<file path="src/rtl/kfia_pkg.sv">
// ----------------------------------------------------------------------------
// kfia_pkg
// Types, widths and saturation helpers for the Fisher information accumulator.
// ----------------------------------------------------------------------------
package kfia_pkg;

    localparam int DATA_W  = 32;
    localparam int FRAC    = 16;
    localparam int W_W     = 17;
    localparam int ACC_W   = 64;
    localparam int MAG_W   = DATA_W + FRAC;
    localparam int PROD_W  = 2 * DATA_W;
    localparam int TERM_SH = 2 * FRAC + 16 - 32;
    localparam int CIDX_W  = 2;
    localparam int NACC    = 6;

    localparam logic [CIDX_W-1:0] REG_BETA_ONE   = 2'd0;
    localparam logic [CIDX_W-1:0] REG_BETA_TWO   = 2'd1;
    localparam logic [CIDX_W-1:0] REG_BETA_THREE = 2'd2;

    localparam logic signed [DATA_W-1:0] ONE_Q = DATA_W'(1) << FRAC;

    typedef struct packed {
        logic signed [DATA_W-1:0] point_x1;
        logic signed [DATA_W-1:0] point_x2;
        logic        [W_W-1:0]    weight;
        logic                     last_point;
    } t_point;

    typedef struct packed {
        logic signed [ACC_W-1:0] info_00;
        logic signed [ACC_W-1:0] info_01;
        logic signed [ACC_W-1:0] info_02;
        logic signed [ACC_W-1:0] info_11;
        logic signed [ACC_W-1:0] info_12;
        logic signed [ACC_W-1:0] info_22;
        logic                    fault;
    } t_info;

    typedef struct packed {
        logic signed [DATA_W-1:0] val;
        logic                     ovf;
    } t_sat;

    function automatic logic [DATA_W-1:0] abs_d(logic signed [DATA_W-1:0] v);
        return v[DATA_W-1] ? DATA_W'(-v) : DATA_W'(v);
    endfunction

    // saturate a magnitude with sign to a signed data word
    function automatic t_sat sat_mag(logic [MAG_W-1:0] m, logic neg);
        logic [MAG_W-1:0] lim;
        logic [MAG_W-1:0] v;
        t_sat r;
        lim   = (MAG_W'(1) << (DATA_W - 1)) - (neg ? MAG_W'(0) : MAG_W'(1));
        r.ovf = m > lim;
        v     = r.ovf ? lim : m;
        r.val = neg ? DATA_W'(-v) : DATA_W'(v);
        return r;
    endfunction

endpackage

</file>
<file path="src/rtl/kfia_mul.sv">
// ----------------------------------------------------------------------------
// kfia_mul
// Shared unsigned multiplier with registered product.
// ----------------------------------------------------------------------------
module kfia_mul
    import kfia_pkg::*;
(
    input  logic              i_clk,
    input  logic [DATA_W-1:0] i_a,
    input  logic [DATA_W-1:0] i_b,
    output logic [PROD_W-1:0] o_p
);

    logic [PROD_W-1:0] r_p;

    always_ff @(posedge i_clk) begin
        r_p <= PROD_W'(i_a) * PROD_W'(i_b);
    end

    assign o_p = r_p;

endmodule

</file>
<file path="config.mk">
export PLATFORM = sky130hd
export DESIGN_NAME = kfia_mul
export DESIGN_NICKNAME = d
export VERILOG_FILES = /design/src/rtl/kfia_pkg.sv /design/src/rtl/kfia_mul.sv
export SDC_FILE = /design/constraint.sdc
export NUM_CORES = 2
export LEC_CHECK = 0
export BUFFER_PORTS_ARGS = -buffer_cell sky130_fd_sc_hd__buf_4
export CORE_MARGIN = 2
export CORE_UTILIZATION = 45
export CTS_BUF_LIST = sky130_fd_sc_hd__clkbuf_2
export DETAILED_ROUTE_END_ITERATION = 8
export PLACE_DENSITY = 0.69
export SLEW_MARGIN = 40
export SYNTH_ARGS = -nofsm -noshare
export SYNTH_HDL_FRONTEND = slang
export SYNTH_SLANG_ARGS = --single-unit
</file>
<file path="constraint.sdc">
create_clock -name i_clk -period 13.7 [get_ports i_clk]
set_clock_uncertainty 0.15 [all_clocks]
set_input_delay 0.685 -clock i_clk [delete_from_list [all_inputs] [get_ports i_clk]]
set_output_delay 0.685 -clock i_clk [all_outputs]
set_load 0.01 [all_outputs]
</file>
; Word level (Yosys, flattened, before mapping)
; Cells that the tools add are included.
[word_totals]
ff_bits = 64
latchBits = 0
mem_bits_rw = 0
rom_bits = 0
in_bits = 65
output_inout_bits = 64
elab_cells = 2
memories = 0
[classes]
n_addsub = 0
mul = 1
n_div = 0
n_lt_le_gt_ge = 0
eq_ne = 0
n_shift = 0
muxes = 0
n_bitwise = 0
n_reduce_logical = 0
[op_table]
columns = cell, n
row1 = multiplier 32 x 32 -> 64 bit, 1

; Depth between registers and ports, before layout
[depth]
ltp_word = 1
mapped_depth = 29
mapped_depth_nobuf = 27

; Worst setup path after synthesis
; No wires, ideal clock.
[synth_timing]
path_type = input to register
startpoint = input i_a[25]
endpoint = register r_p[62], in the netlist o_p[62]
setup_time_ps = 72
t_arrival_ps = 7366
t_required_ps = 13478
path_slack_ps = 6112
stages = 25
n_path_buf = 2
cell_sequence = clkbuf_1 nand2_1 fa_1 inv_1 fa_1 inv_1 fa_1 inv_1 fa_1 fa_1 fa_1 fa_1 inv_1 fa_1 inv_1 ha_1 buf_2 nand4_1 or4_1 or3_1 a31oi_1 a31o_2 a211oi_1 o21ai_1 xor2_1
[synth_between]
elab_chain_len = 1
[synth_rtl]
columns = element, line
row1 = start: declaration, kfia_mul.sv:9  ; input logic [DATA_W-1:0] i_a,
row2 = multiplier 32 x 32 -> 64 bit, kfia_mul.sv:17  ; r_p <= PROD_W'(i_a) * PROD_W'(i_b);
row3 = end signal: assignment, kfia_mul.sv:17
row4 = end: declaration, kfia_mul.sv:14  ; logic [PROD_W-1:0] r_p;
; No other way between the ends.

; Worst setup path in the final report
[layout_timing]
startpoint = input i_b[8]
endpoint = register r_p[62], in the netlist o_p[62]
[layout_between]
elab_chain_len = 1
[layout_rtl]
columns = element, line
row1 = start: declaration, kfia_mul.sv:10  ; input logic [DATA_W-1:0] i_b,
row2 = multiplier 32 x 32 -> 64 bit, kfia_mul.sv:17
; No other way between the ends.

==> flow_metrics.env <==
export IMPL_ys_seq_area_share_pct=3.69
export IMPL_postCtsHoldBufs=0
export IMPL_slew_viol_final=0
export IMPL_synth_area_um2=34700
export IMPL_worstPathMaxFanout=32
export IMPL_synthAdderAreaFrac_pct=61.2
export IMPL_synthSimpleGateAreaFrac_pct=17.6
export IMPL_async_flop_share_pct=0
export IMPL_drc=0
export IMPL_start_kind="input port"
export IMPL_wl_um=91000
export IMPL_grt_usage_pct=24.2
export IMPL_synth_ff_type="dfxtp_1"
export IMPL_grt_overflow=0
export IMPL_portBuffers=128
export IMPL_nFillCells=7248
export IMPL_synthMuxAreaShare_pct=0.0289
export IMPL_vias=24700
export IMPL_largest_reg_flops=64
export IMPL_grt_pass1_wl_um=148000
export IMPL_fin_crit_sh_pct=58.2
export IMPL_drtAntennaViolNets=0
export IMPL_met1_usage_pct=28.5
export IMPL_die_w_um=282
export IMPL_die_h_um=282
export IMPL_dpl_hpwl_um=73700
export IMPL_arrival_ps=8360
export IMPL_fin_nets=4891
export IMPL_worstMarginPinSlew_ps=782
export IMPL_synth_compound_area_share_pct=4.15
export IMPL_post_cts_repair_setup_buffers=0
export IMPL_n_antenna_cell=0
export IMPL_max_slew_margin_pct=47.5
export IMPL_status="complete, no violations"
export IMPL_synth_nets=4972
export IMPL_tns_ps=0
export IMPL_core_area_um2=76100
export IMPL_drtPass1Iterations=6
export IMPL_rsz0062_at_grt="false"
export IMPL_crit_start="i_b[8]"
export IMPL_yosys_cell_types_count=57
export IMPL_clk_path_buf_depth=2
export IMPL_cts_root_buf="clkbuf_2"
export IMPL_final_cell_mix="fa_1, inv_1, and2_1, nand2_1, ha_1"
export IMPL_synth_edf_count=0
export IMPL_use_met3_pct=3.36
export IMPL_hp_start="i_b[0]"
export IMPL_avgSynthCellArea_um2=9.25
export IMPL_grt_pass1_vias=27200
export IMPL_wire_per_inst_um=19.4
export IMPL_clock_sinks=64
export IMPL_area_delta_synth_final_pct=4.39
export IMPL_start_util_pct=45.6
export IMPL_ys_seq_elements=64
export IMPL_cp_end_kind="flip-flop"
export IMPL_vias_per_cell=5.25
export IMPL_finalSetupViolations=0
export IMPL_finalHoldViolCount=0
export IMPL_synth_top_family_by_area="adder cells"
export IMPL_seq_area_um2=1280
export IMPL_worst_setup_path_type="input port to flip-flop"
export IMPL_grt_max_degree=33
export IMPL_cts_buffers=9
export IMPL_cts_max_level=3
export IMPL_die_area_um2=79300
export IMPL_fmax_ghz=0.125
export IMPL_drv_cap=0
export IMPL_fin_crit_ps=7980
export IMPL_synth_xor_area_share_pct=1.52
export IMPL_cts_tree="yes"
export IMPL_layout_drive_gt1_share_pct=4.33
export IMPL_worst_ep_required_time_ps=14090
export IMPL_io_pins=129
export IMPL_antenna_found_initial=3
export IMPL_cts_resized=0
export IMPL_met2_usage_pct=43.1
export IMPL_final_common_cell="fa_1"
export IMPL_yosysWarnings=0
export IMPL_multiInputGateArea_um2=29300
export IMPL_first_iter_violations=1401
export IMPL_top_usage_layer="met2"
export IMPL_cts_clk_slew_worst_paths_ps=220
export IMPL_std_cell_rows=101
export IMPL_gp_congestion=0.933
export IMPL_min_path_type="input port to flip-flop"
export IMPL_syn_inst=3748
## critical path: stages
cell	delay, ps
buf_4	340
nand2_1	140
fa_1	560
inv_1	60
fa_1	530
inv_1	50
fa_1	530
inv_1	50
fa_1	480
fa_1	570
fa_1	430
fa_1	510
inv_1	60
fa_1	480
inv_1	40
ha_1	420
nand4_1	230
or4_1	460
or3_1	360
a31oi_1	570
a31o_2	300
a211oi_1	120
o21ai_1	180
xor2_1	150
## cell families (layout without fill, tap and decap cells)
family,count (synthesis),in the layout
muxes,1,1
AOI/OAI and AO/OA,202,202
and+or+nand+nor,1177,1177
xor gates and xnor gates,60,60
DFF,64,64
adders and majority gates,1159,1159
buffers and inverters,1085,1009
## final cells by class
cell class                 instances  share of cell area, %
clock inverter                     7                  0.169
timing repair buffer             128                   2.65
tap                             1030                   3.56
inverter                         865                   8.97
multi-input combinational       2599                   81.0
clock buffer                       9                  0.124
sequential                        64                   3.54
## layer usage
layer,part of all wire (%),vias to the layer above
li1,-,10700
met1,36,12900
met2,52,846
met3,5.3,258
met4,6.4,4
met5,0.026,-
## metrics by stage
step | area [um^2] | cells | util [%] | setup slack (ps) | hold slack, ps
2_1_floorplan | 34700 | 3748 | - | 6110 | 662
3_3_place_gp | 36100 | 4686 | 47.4 | 5310 | 929
3_5_place_dp | 36100 | 4686 | 47.4 | 5190 | 926
4_1_cts | 36200 | 4702 | 47.6 | 5850 | 371
5_1_grt | 36200 | 4702 | 47.6 | 5530 | 367
6_report | 36200 | 4702 | 47.6 | 5720 | 444
## path summary, 6_finish.rpt
check / to / slack, ps / cells after the start
min: o_p[0] / 440 / 2
max: o_p[62] / 5720 / 24
## synth_stat cells, types with 4 or more instances
cell | count | area, um^2
a21o_1 | 40 | 300
a21oi_1 | 63 | 315
a221o_1 | 4 | 40.0
a31oi_1 | 12 | 75.1
and2_1 | 602 | 3770
and3_1 | 14 | 87.6
buf_2 | 6 | 30.0
clkbuf_1 | 213 | 800
dfxtp_1 | 64 | 1280
fa_1 | 896 | 17900
ha_1 | 263 | 3290
inv_1 | 865 | 3250
nand2_1 | 480 | 1800
nand3_1 | 10 | 50.1
nand4_1 | 23 | 144
nor2_1 | 20 | 75.1
nor3_1 | 7 | 35.0
o21a_1 | 9 | 67.6
o21ai_0 | 21 | 105
o21ai_1 | 5 | 25.0
o21bai_1 | 10 | 75.1
xnor2_1 | 35 | 307
xor2_1 | 25 | 219
Power is left out: the tool's default activity adds up to more than one toggle a clock period on the data nets, which glitch-free logic cannot reach.
