===== config.mk =====
export PLATFORM = sky130hd
export DESIGN_NAME = kfia_div
export DESIGN_NICKNAME = d
export VERILOG_FILES = /design/src/rtl/kfia_pkg.sv /design/src/rtl/kfia_div.sv
export SDC_FILE = /design/constraint.sdc
export NUM_CORES = 1
export LEC_CHECK = 0
export BUFFER_PORTS_ARGS = -buffer_cell sky130_fd_sc_hd__buf_2
export CAP_MARGIN = 10
export CORE_UTILIZATION = 50
export CTS_BUF_LIST = sky130_fd_sc_hd__clkbuf_16
export DETAILED_ROUTE_END_ITERATION = 8
export PLACE_DENSITY = 0.86
export SLEW_MARGIN = 0
export SYNTH_ARGS = -nofsm -noshare
export SYNTH_HDL_FRONTEND = slang
export SYNTH_SLANG_ARGS = --single-unit

===== constraint.sdc =====
create_clock -name i_clk -period 3.1 [get_ports i_clk]
set_input_delay 0.155 -clock i_clk [delete_from_list [all_inputs] [get_ports i_clk]]
set_output_delay 0.155 -clock i_clk [all_outputs]
set_load 0.005 [all_outputs]

===== src/rtl/kfia_pkg.sv =====
// ----------------------------------------------------------------------------
// kfia_pkg
// Types, widths and saturation helpers for the Fisher information accumulator.
// ----------------------------------------------------------------------------
package kfia_pkg;

    localparam int DATA_W  = 32;
    localparam int FRAC    = 16;
    localparam int W_W     = 17;
    localparam int ACC_W   = 64;
    localparam int MAG_W   = DATA_W + FRAC;
    localparam int PROD_W  = 2 * DATA_W;
    localparam int TERM_SH = 2 * FRAC + 16 - 32;
    localparam int CIDX_W  = 2;
    localparam int NACC    = 6;

    localparam logic [CIDX_W-1:0] REG_BETA_ONE   = 2'd0;
    localparam logic [CIDX_W-1:0] REG_BETA_TWO   = 2'd1;
    localparam logic [CIDX_W-1:0] REG_BETA_THREE = 2'd2;

    localparam logic signed [DATA_W-1:0] ONE_Q = DATA_W'(1) << FRAC;

    typedef struct packed {
        logic signed [DATA_W-1:0] point_x1;
        logic signed [DATA_W-1:0] point_x2;
        logic        [W_W-1:0]    weight;
        logic                     last_point;
    } t_point;

    typedef struct packed {
        logic signed [ACC_W-1:0] info_00;
        logic signed [ACC_W-1:0] info_01;
        logic signed [ACC_W-1:0] info_02;
        logic signed [ACC_W-1:0] info_11;
        logic signed [ACC_W-1:0] info_12;
        logic signed [ACC_W-1:0] info_22;
        logic                    fault;
    } t_info;

    typedef struct packed {
        logic signed [DATA_W-1:0] val;
        logic                     ovf;
    } t_sat;

    function automatic logic [DATA_W-1:0] abs_d(logic signed [DATA_W-1:0] v);
        return v[DATA_W-1] ? DATA_W'(-v) : DATA_W'(v);
    endfunction

    // saturate a magnitude with sign to a signed data word
    function automatic t_sat sat_mag(logic [MAG_W-1:0] m, logic neg);
        logic [MAG_W-1:0] lim;
        logic [MAG_W-1:0] v;
        t_sat r;
        lim   = (MAG_W'(1) << (DATA_W - 1)) - (neg ? MAG_W'(0) : MAG_W'(1));
        r.ovf = m > lim;
        v     = r.ovf ? lim : m;
        r.val = neg ? DATA_W'(-v) : DATA_W'(v);
        return r;
    endfunction

endpackage


===== src/rtl/kfia_div.sv =====
// ----------------------------------------------------------------------------
// kfia_div
// Radix-2 restoring divider on magnitudes, one quotient bit per cycle.
// ----------------------------------------------------------------------------
module kfia_div
    import kfia_pkg::*;
(
    input  logic              i_clk,
    input  logic              i_rst_n,
    input  logic              i_start,
    input  logic [MAG_W-1:0]  i_num,
    input  logic [DATA_W-1:0] i_den,
    output logic              o_done,
    output logic [MAG_W-1:0]  o_quot
);

    localparam int CNT_W = $clog2(MAG_W);

    logic              r_busy;
    logic              r_done;
    logic [CNT_W-1:0]  r_cnt;
    logic [DATA_W-1:0] r_rem;
    logic [DATA_W-1:0] r_den;
    logic [MAG_W-1:0]  r_nq;
    logic [DATA_W:0]   rem_sh;
    logic              take;

    assign rem_sh = {r_rem, r_nq[MAG_W-1]};
    assign take   = rem_sh >= {1'b0, r_den};

    always_ff @(posedge i_clk) begin
        if (!i_rst_n) begin
            r_busy <= 1'b0;
            r_done <= 1'b0;
            r_cnt  <= '0;
        end else begin
            r_done <= 1'b0;
            if (i_start) begin
                r_busy <= 1'b1;
                r_cnt  <= '0;
                r_rem  <= '0;
                r_den  <= i_den;
                r_nq   <= i_num;
            end else if (r_busy) begin
                r_rem <= take ? DATA_W'(rem_sh - {1'b0, r_den}) : DATA_W'(rem_sh);
                r_nq  <= {r_nq[MAG_W-2:0], take};
                r_cnt <= r_cnt + CNT_W'(1);
                if (r_cnt == CNT_W'(MAG_W - 1)) begin
                    r_busy <= 1'b0;
                    r_done <= 1'b1;
                end
            end
        end
    end

    assign o_done = r_done;
    assign o_quot = r_nq;

endmodule


; ---- After elaboration in Yosys (flattened, before gate mapping)
; Index checks and enable logic that the tools add are counted.
[word_totals]
reg_bits = 120
word_cells = 25
[classes]
muxes = 8
reduce_logical = 5
n_bitwise = 2
order_cmp = 1
n_eq_ne = 1
n_addsub = 2
[ops]
columns = cell, n
row1 = two-way mux 48 bit, 2
row2 = two-way mux 32 bit, 2
row3 = greater-or-equal comparator 33 x 32 -> 1 bit, 1
row4 = subtractor 32 bit, 1
row5 = adder 6 x 1 -> 6 bit (second input constant), 1
row6 = == test 6 bit (second input constant), 1
row7 = two-way mux 1 bit, 4
row8 = AND reduction 2 bit, 2
row9 = OR reduction 3 bit, 1
row10 = inverter 1 bit, 2
row11 = nonzero test 2 bit, 1
row12 = OR reduction 2 bit, 1

; ---- Depth between registers and ports, before layout
[logic_depth]
depth_word = 4
mapped_depth = 12
mapped_depth_nobuf = 11

; ---- Worst setup path before layout
; Ideal clock, no wire load.
[synth_path]
path_kind = input -> register
from = in i_start
to = reg r_nq[0], in the netlist o_quot[0] (enable)
slack_ns = 0.123
required_time_ns = 2.655
arrival_ns = 2.531
setup_ns = 0.445
path_buffers = 2
cell_stages = 3
path_cell_list = clkbuf_1 > clkbuf_1 > o21a_1
[synth_between]
elab_chain_len = 2
[synth_lines]
columns = item, line
row1 = start: declaration, kfia_div.sv:10  ; input logic i_start,
row2 = nonzero test 2 bit (no source line), --
row3 = AND reduction 2 bit (no source line), --
row4 = end signal: assignment, kfia_div.sv:43  ; r_nq <= i_num;
row5 = end signal: assignment, kfia_div.sv:46  ; r_nq <= {r_nq[MAG_W-2:0], take};
row6 = end: declaration, kfia_div.sv:24  ; logic [MAG_W-1:0] r_nq;
; Every way passes these cells.
; A chain may end at the register's enable or synchronous reset.

; ---- Worst setup path in the final report
[layout_path]
from = reg r_rem[2]
to = reg r_rem[12] (data pin)
[layout_between]
elab_chain_len = 3
word_cells_on_any_way = 4
[layout_lines]
columns = item, line
row1 = start: declaration, kfia_div.sv:22  ; logic [DATA_W-1:0] r_rem;
row2 = start signal: assignment, kfia_div.sv:45  ; r_rem <= take ? DATA_W'(rem_sh - {1'b0, r_den}) : DATA_W'(rem_sh);
row3 = subtractor 32 bit or greater-or-equal comparator 33 x 32 -> 1 bit (tied branches), "kfia_div.sv:45, kfia_div.sv:29"
row4 = two-way mux 32 bit (*), kfia_div.sv:45
row5 = two-way mux 32 bit (*), kfia_div.sv:44  ; end else if (r_busy) begin
; Every way passes the cells marked *; elsewhere a longest branch is shown, timed or not. The select of a mux whose other input is x is not followed.

==> flow_metrics.tcl <==
set metrics [dict create \
    rsz0062_at_grt "no" \
    cpLargestDelayFamily "compound AO/OA/AOI/OAI gates" \
    wl_um 16000 \
    multi_input_area_um2 2930 \
    clkLatencyLatePin_ps 420 \
    crit_required_ps 3230 \
    drv_cap 0 \
    grt_pass1_wl_um 26200 \
    cts_made_buffers 17 \
    holdPathStages 2 \
    hold_start "i_num[0]" \
    synth_cell_types 60 \
    synth-async-reset-ratio_pct 0 \
    fin_setup_tns_ps 0 \
    timing.hold.ws_ps 18.1 \
    dp.final_hpwl_um 11400 \
    synth.area.top_cells "edfxtp_1 50%, mux2_2 7.9%, ha_1 6.1%" \
    grt_max_degree 69 \
    ys_warn_count 0 \
    post-route-period-util_pct 95.5 \
    max_stage_delay_ps 430 \
    synth_mux_area_share_pct 10.7 \
    die_w_um 118 \
    synth_compound_area_share_pct 13.3 \
    endpoint_kind "flip-flop" \
    start_kind "flip-flop" \
    drc 0 \
    clkTransAtPathRegs_ps 50 \
    synth-xor-area-share_pct 3.78 \
    final_common_cell "buf_2" \
    portBuffers 131 \
    die-height_um 118 \
    r2r-start "r_rem[2]$_SDFFCE_PP0P_" \
    yosysTopAreaCellShare_pct 50.0 \
    antenna_left 0 \
    synth_edf_count 112 \
    rrSetupSlack_ps 140 \
    register_area_um2 3520 \
    ys_seq_area_share_pct 52.4 \
    relSlewSlack_pct 44.6 \
    yosys_most_used_dff "edfxtp_1" \
    grt-ovfl-total 0 \
    synth.largest_area_cell "edfxtp_1" \
    cp.arrival_ps 3090 \
    grt_pass1_vias 5403 \
    initial_core_util_pct 51.0 \
    drtPass1Iterations 4 \
    htreeDepth 4 \
    cellPowerDensity_nw_per_um2 600 \
    num_io_pins 132 \
    synth_nets 683 \
    mostFrequentLayoutCells "131 x buf_2, 112 x edfxtp_1, 47 x mux2_2" \
    syn2layout_area_growth_pct 26.8 \
    slew_viol_final 0 \
    final_layout_size_suffix_gt1_share_pct 32.7 \
    num-fill-cells 1018 \
    crit_fanout 25 \
    routed_wire_length_per_instance_um 17.3 \
    setup_viol 0 \
    fin_skew_ps 8.07 \
    routed_via_density 5.52 \
    min_period_ps 2960 \
    crit_chain "ha_1 > o211ai_1 > a21o_1 > a31o_1 > a2111oi_4 > nor3_4 > a31oi_4 > buf_12 > mux2i_1 > nor2_1" \
    rr_endpoint "r_rem[12]$_SDFFCE_PP0P_" \
    crit_buf_inv 1 \
    antenna_found_initial 0 \
    fin_nets 856 \
    fmax_mhz 338 \
    synth_seq_cells 120 \
    synth_top_family_by_area "compound AO/OA/AOI/OAI gates" \
    netlist_instances 566 \
    dp_worst_setup_slack_ps 56.1 \
    clockBufferDepth 2 \
    hold_viol_final 0 \
    place_congestion 0.939 \
    cts_sinks 120 \
    final_util_pct 64.6 \
    slowest_stage "edfxtp_1" \
    crit_type "flip-flop to flip-flop" \
    yosys.area_share.simple_pct 8.91 \
    holdPathEnd "o_quot[0]$_DFFE_PP_" \
    power_mw 5.12 \
    syn_area_um2 6730 \
    vias 5126 \
    cts_tree "done" \
    hold_class "input pin to flip-flop" \
    globalRouteTotalUtil_pct 24.3 \
    initialDrtViolationCount 293 \
    setup_ws_ps 139 \
    reg2reg_depth 10 \
    row_count 42 \
    synthAdderAreaFrac_pct 6.44 \
    root_buffer "clkbuf_16" \
    syn_area_per_cell_um2 11.9 \
    vdd_drop_max_v 0.000450 \
    status "finished clean" \
    die_area_um2 13900 \
    diodes 0 \
    leakagePower_nw 3.55 \
    core_area_um2 13200 \
    tightest_slew_ps 832 \
]
[flip-flops by register name (all words and copies together) (netlist names)]
| signal | cells |
|---|---|
| o_done | 1 |
| r_busy | 1 |
| o_quot | 48 |
| r_cnt | 6 |
| r_rem | 32 |
| r_den | 32 |
[cell usage after synthesis (6+ instances only)]
cell type,n
a21oi_1,35
a211oi_1,6
nor3_1,9
dfxtp_1,8
nor2_1,39
inv_1,43
mux2i_1,19
a22o_1,7
buf_2,6
edfxtp_1,112
o21ai_0,16
xnor2_1,15
a21o_1,15
nand4_1,11
mux2_2,47
clkbuf_1,13
xor2_1,14
ha_1,33
nand2_1,30
[metal layers]
layer  share of wire [%]  vias up  track usage, %
li1                    -     2450               -
met2                  49      194            40.8
met1                  42     2452            28.5
met3                 7.1       30            7.75
met4                 2.5        0            10.3
met5                   0        -               0
[cell families (layout without fill, tap and decap cells)]
logic type	Yosys count	in the layout
buffers and inverters	69	255
AO/OA/AOI/OAI	125	125
multiplexers	66	66
XOR/XNOR	29	29
flip-flops	120	120
AND/OR/NAND/NOR	123	123
adder cells (fa/ha/maj)	34	34
[report_power, final]
group          internal (mW)  switching [mW]  leakage, nW
combinational          0.572           0.679         2.15
clock                   1.10           0.749        0.270
sequential              1.94          0.0698         1.14
[stage by stage]
step	instances	cell area, µm²
2_1_floorplan	566	6730
3_3_place_gp	864	7630
3_5_place_dp	864	7630
4_1_cts	928	8500
5_1_grt	928	8530
6_report	928	8530
[what timing repair did]
action	4_1_cts	5_1_grt
setup buffers	0	0
hold endpoints to repair	32	0
setup endpoints to repair	0	7
gates resized for setup	0	7
hold buffers	32	0
[how the worst max path moves through the flow]
| stage | startpoint | end | cells after the start |
|---|---|---|---|
| floorplan | i_start | o_quot[0]$_DFFE_PP_ | 3 |
| global placement | r_rem[19]$_SDFFCE_PP0P_ | r_rem[30]$_SDFFCE_PP0P_ | 10 |
| detailed placement | o_quot[47]$_DFFE_PP_ | r_rem[30]$_SDFFCE_PP0P_ | 11 |
| CTS | o_quot[47]$_DFFE_PP_ | r_rem[30]$_SDFFCE_PP0P_ | 11 |
| global route | r_rem[4]$_SDFFCE_PP0P_ | r_rem[12]$_SDFFCE_PP0P_ | 9 |
| finish | r_rem[2]$_SDFFCE_PP0P_ | r_rem[12]$_SDFFCE_PP0P_ | 10 |
[layout make-up]
type | instances | area share (%)
clock buffers | 17 | 4.99
clock inverters | 15 | 1.53
inverters | 44 | 1.94
multi-input cells | 377 | 34.4
flip-flops and latches | 120 | 41.3
well taps | 176 | 2.58
repair buffers | 179 | 13.3
No activity file was read; power rests on OpenSTA's default activity.
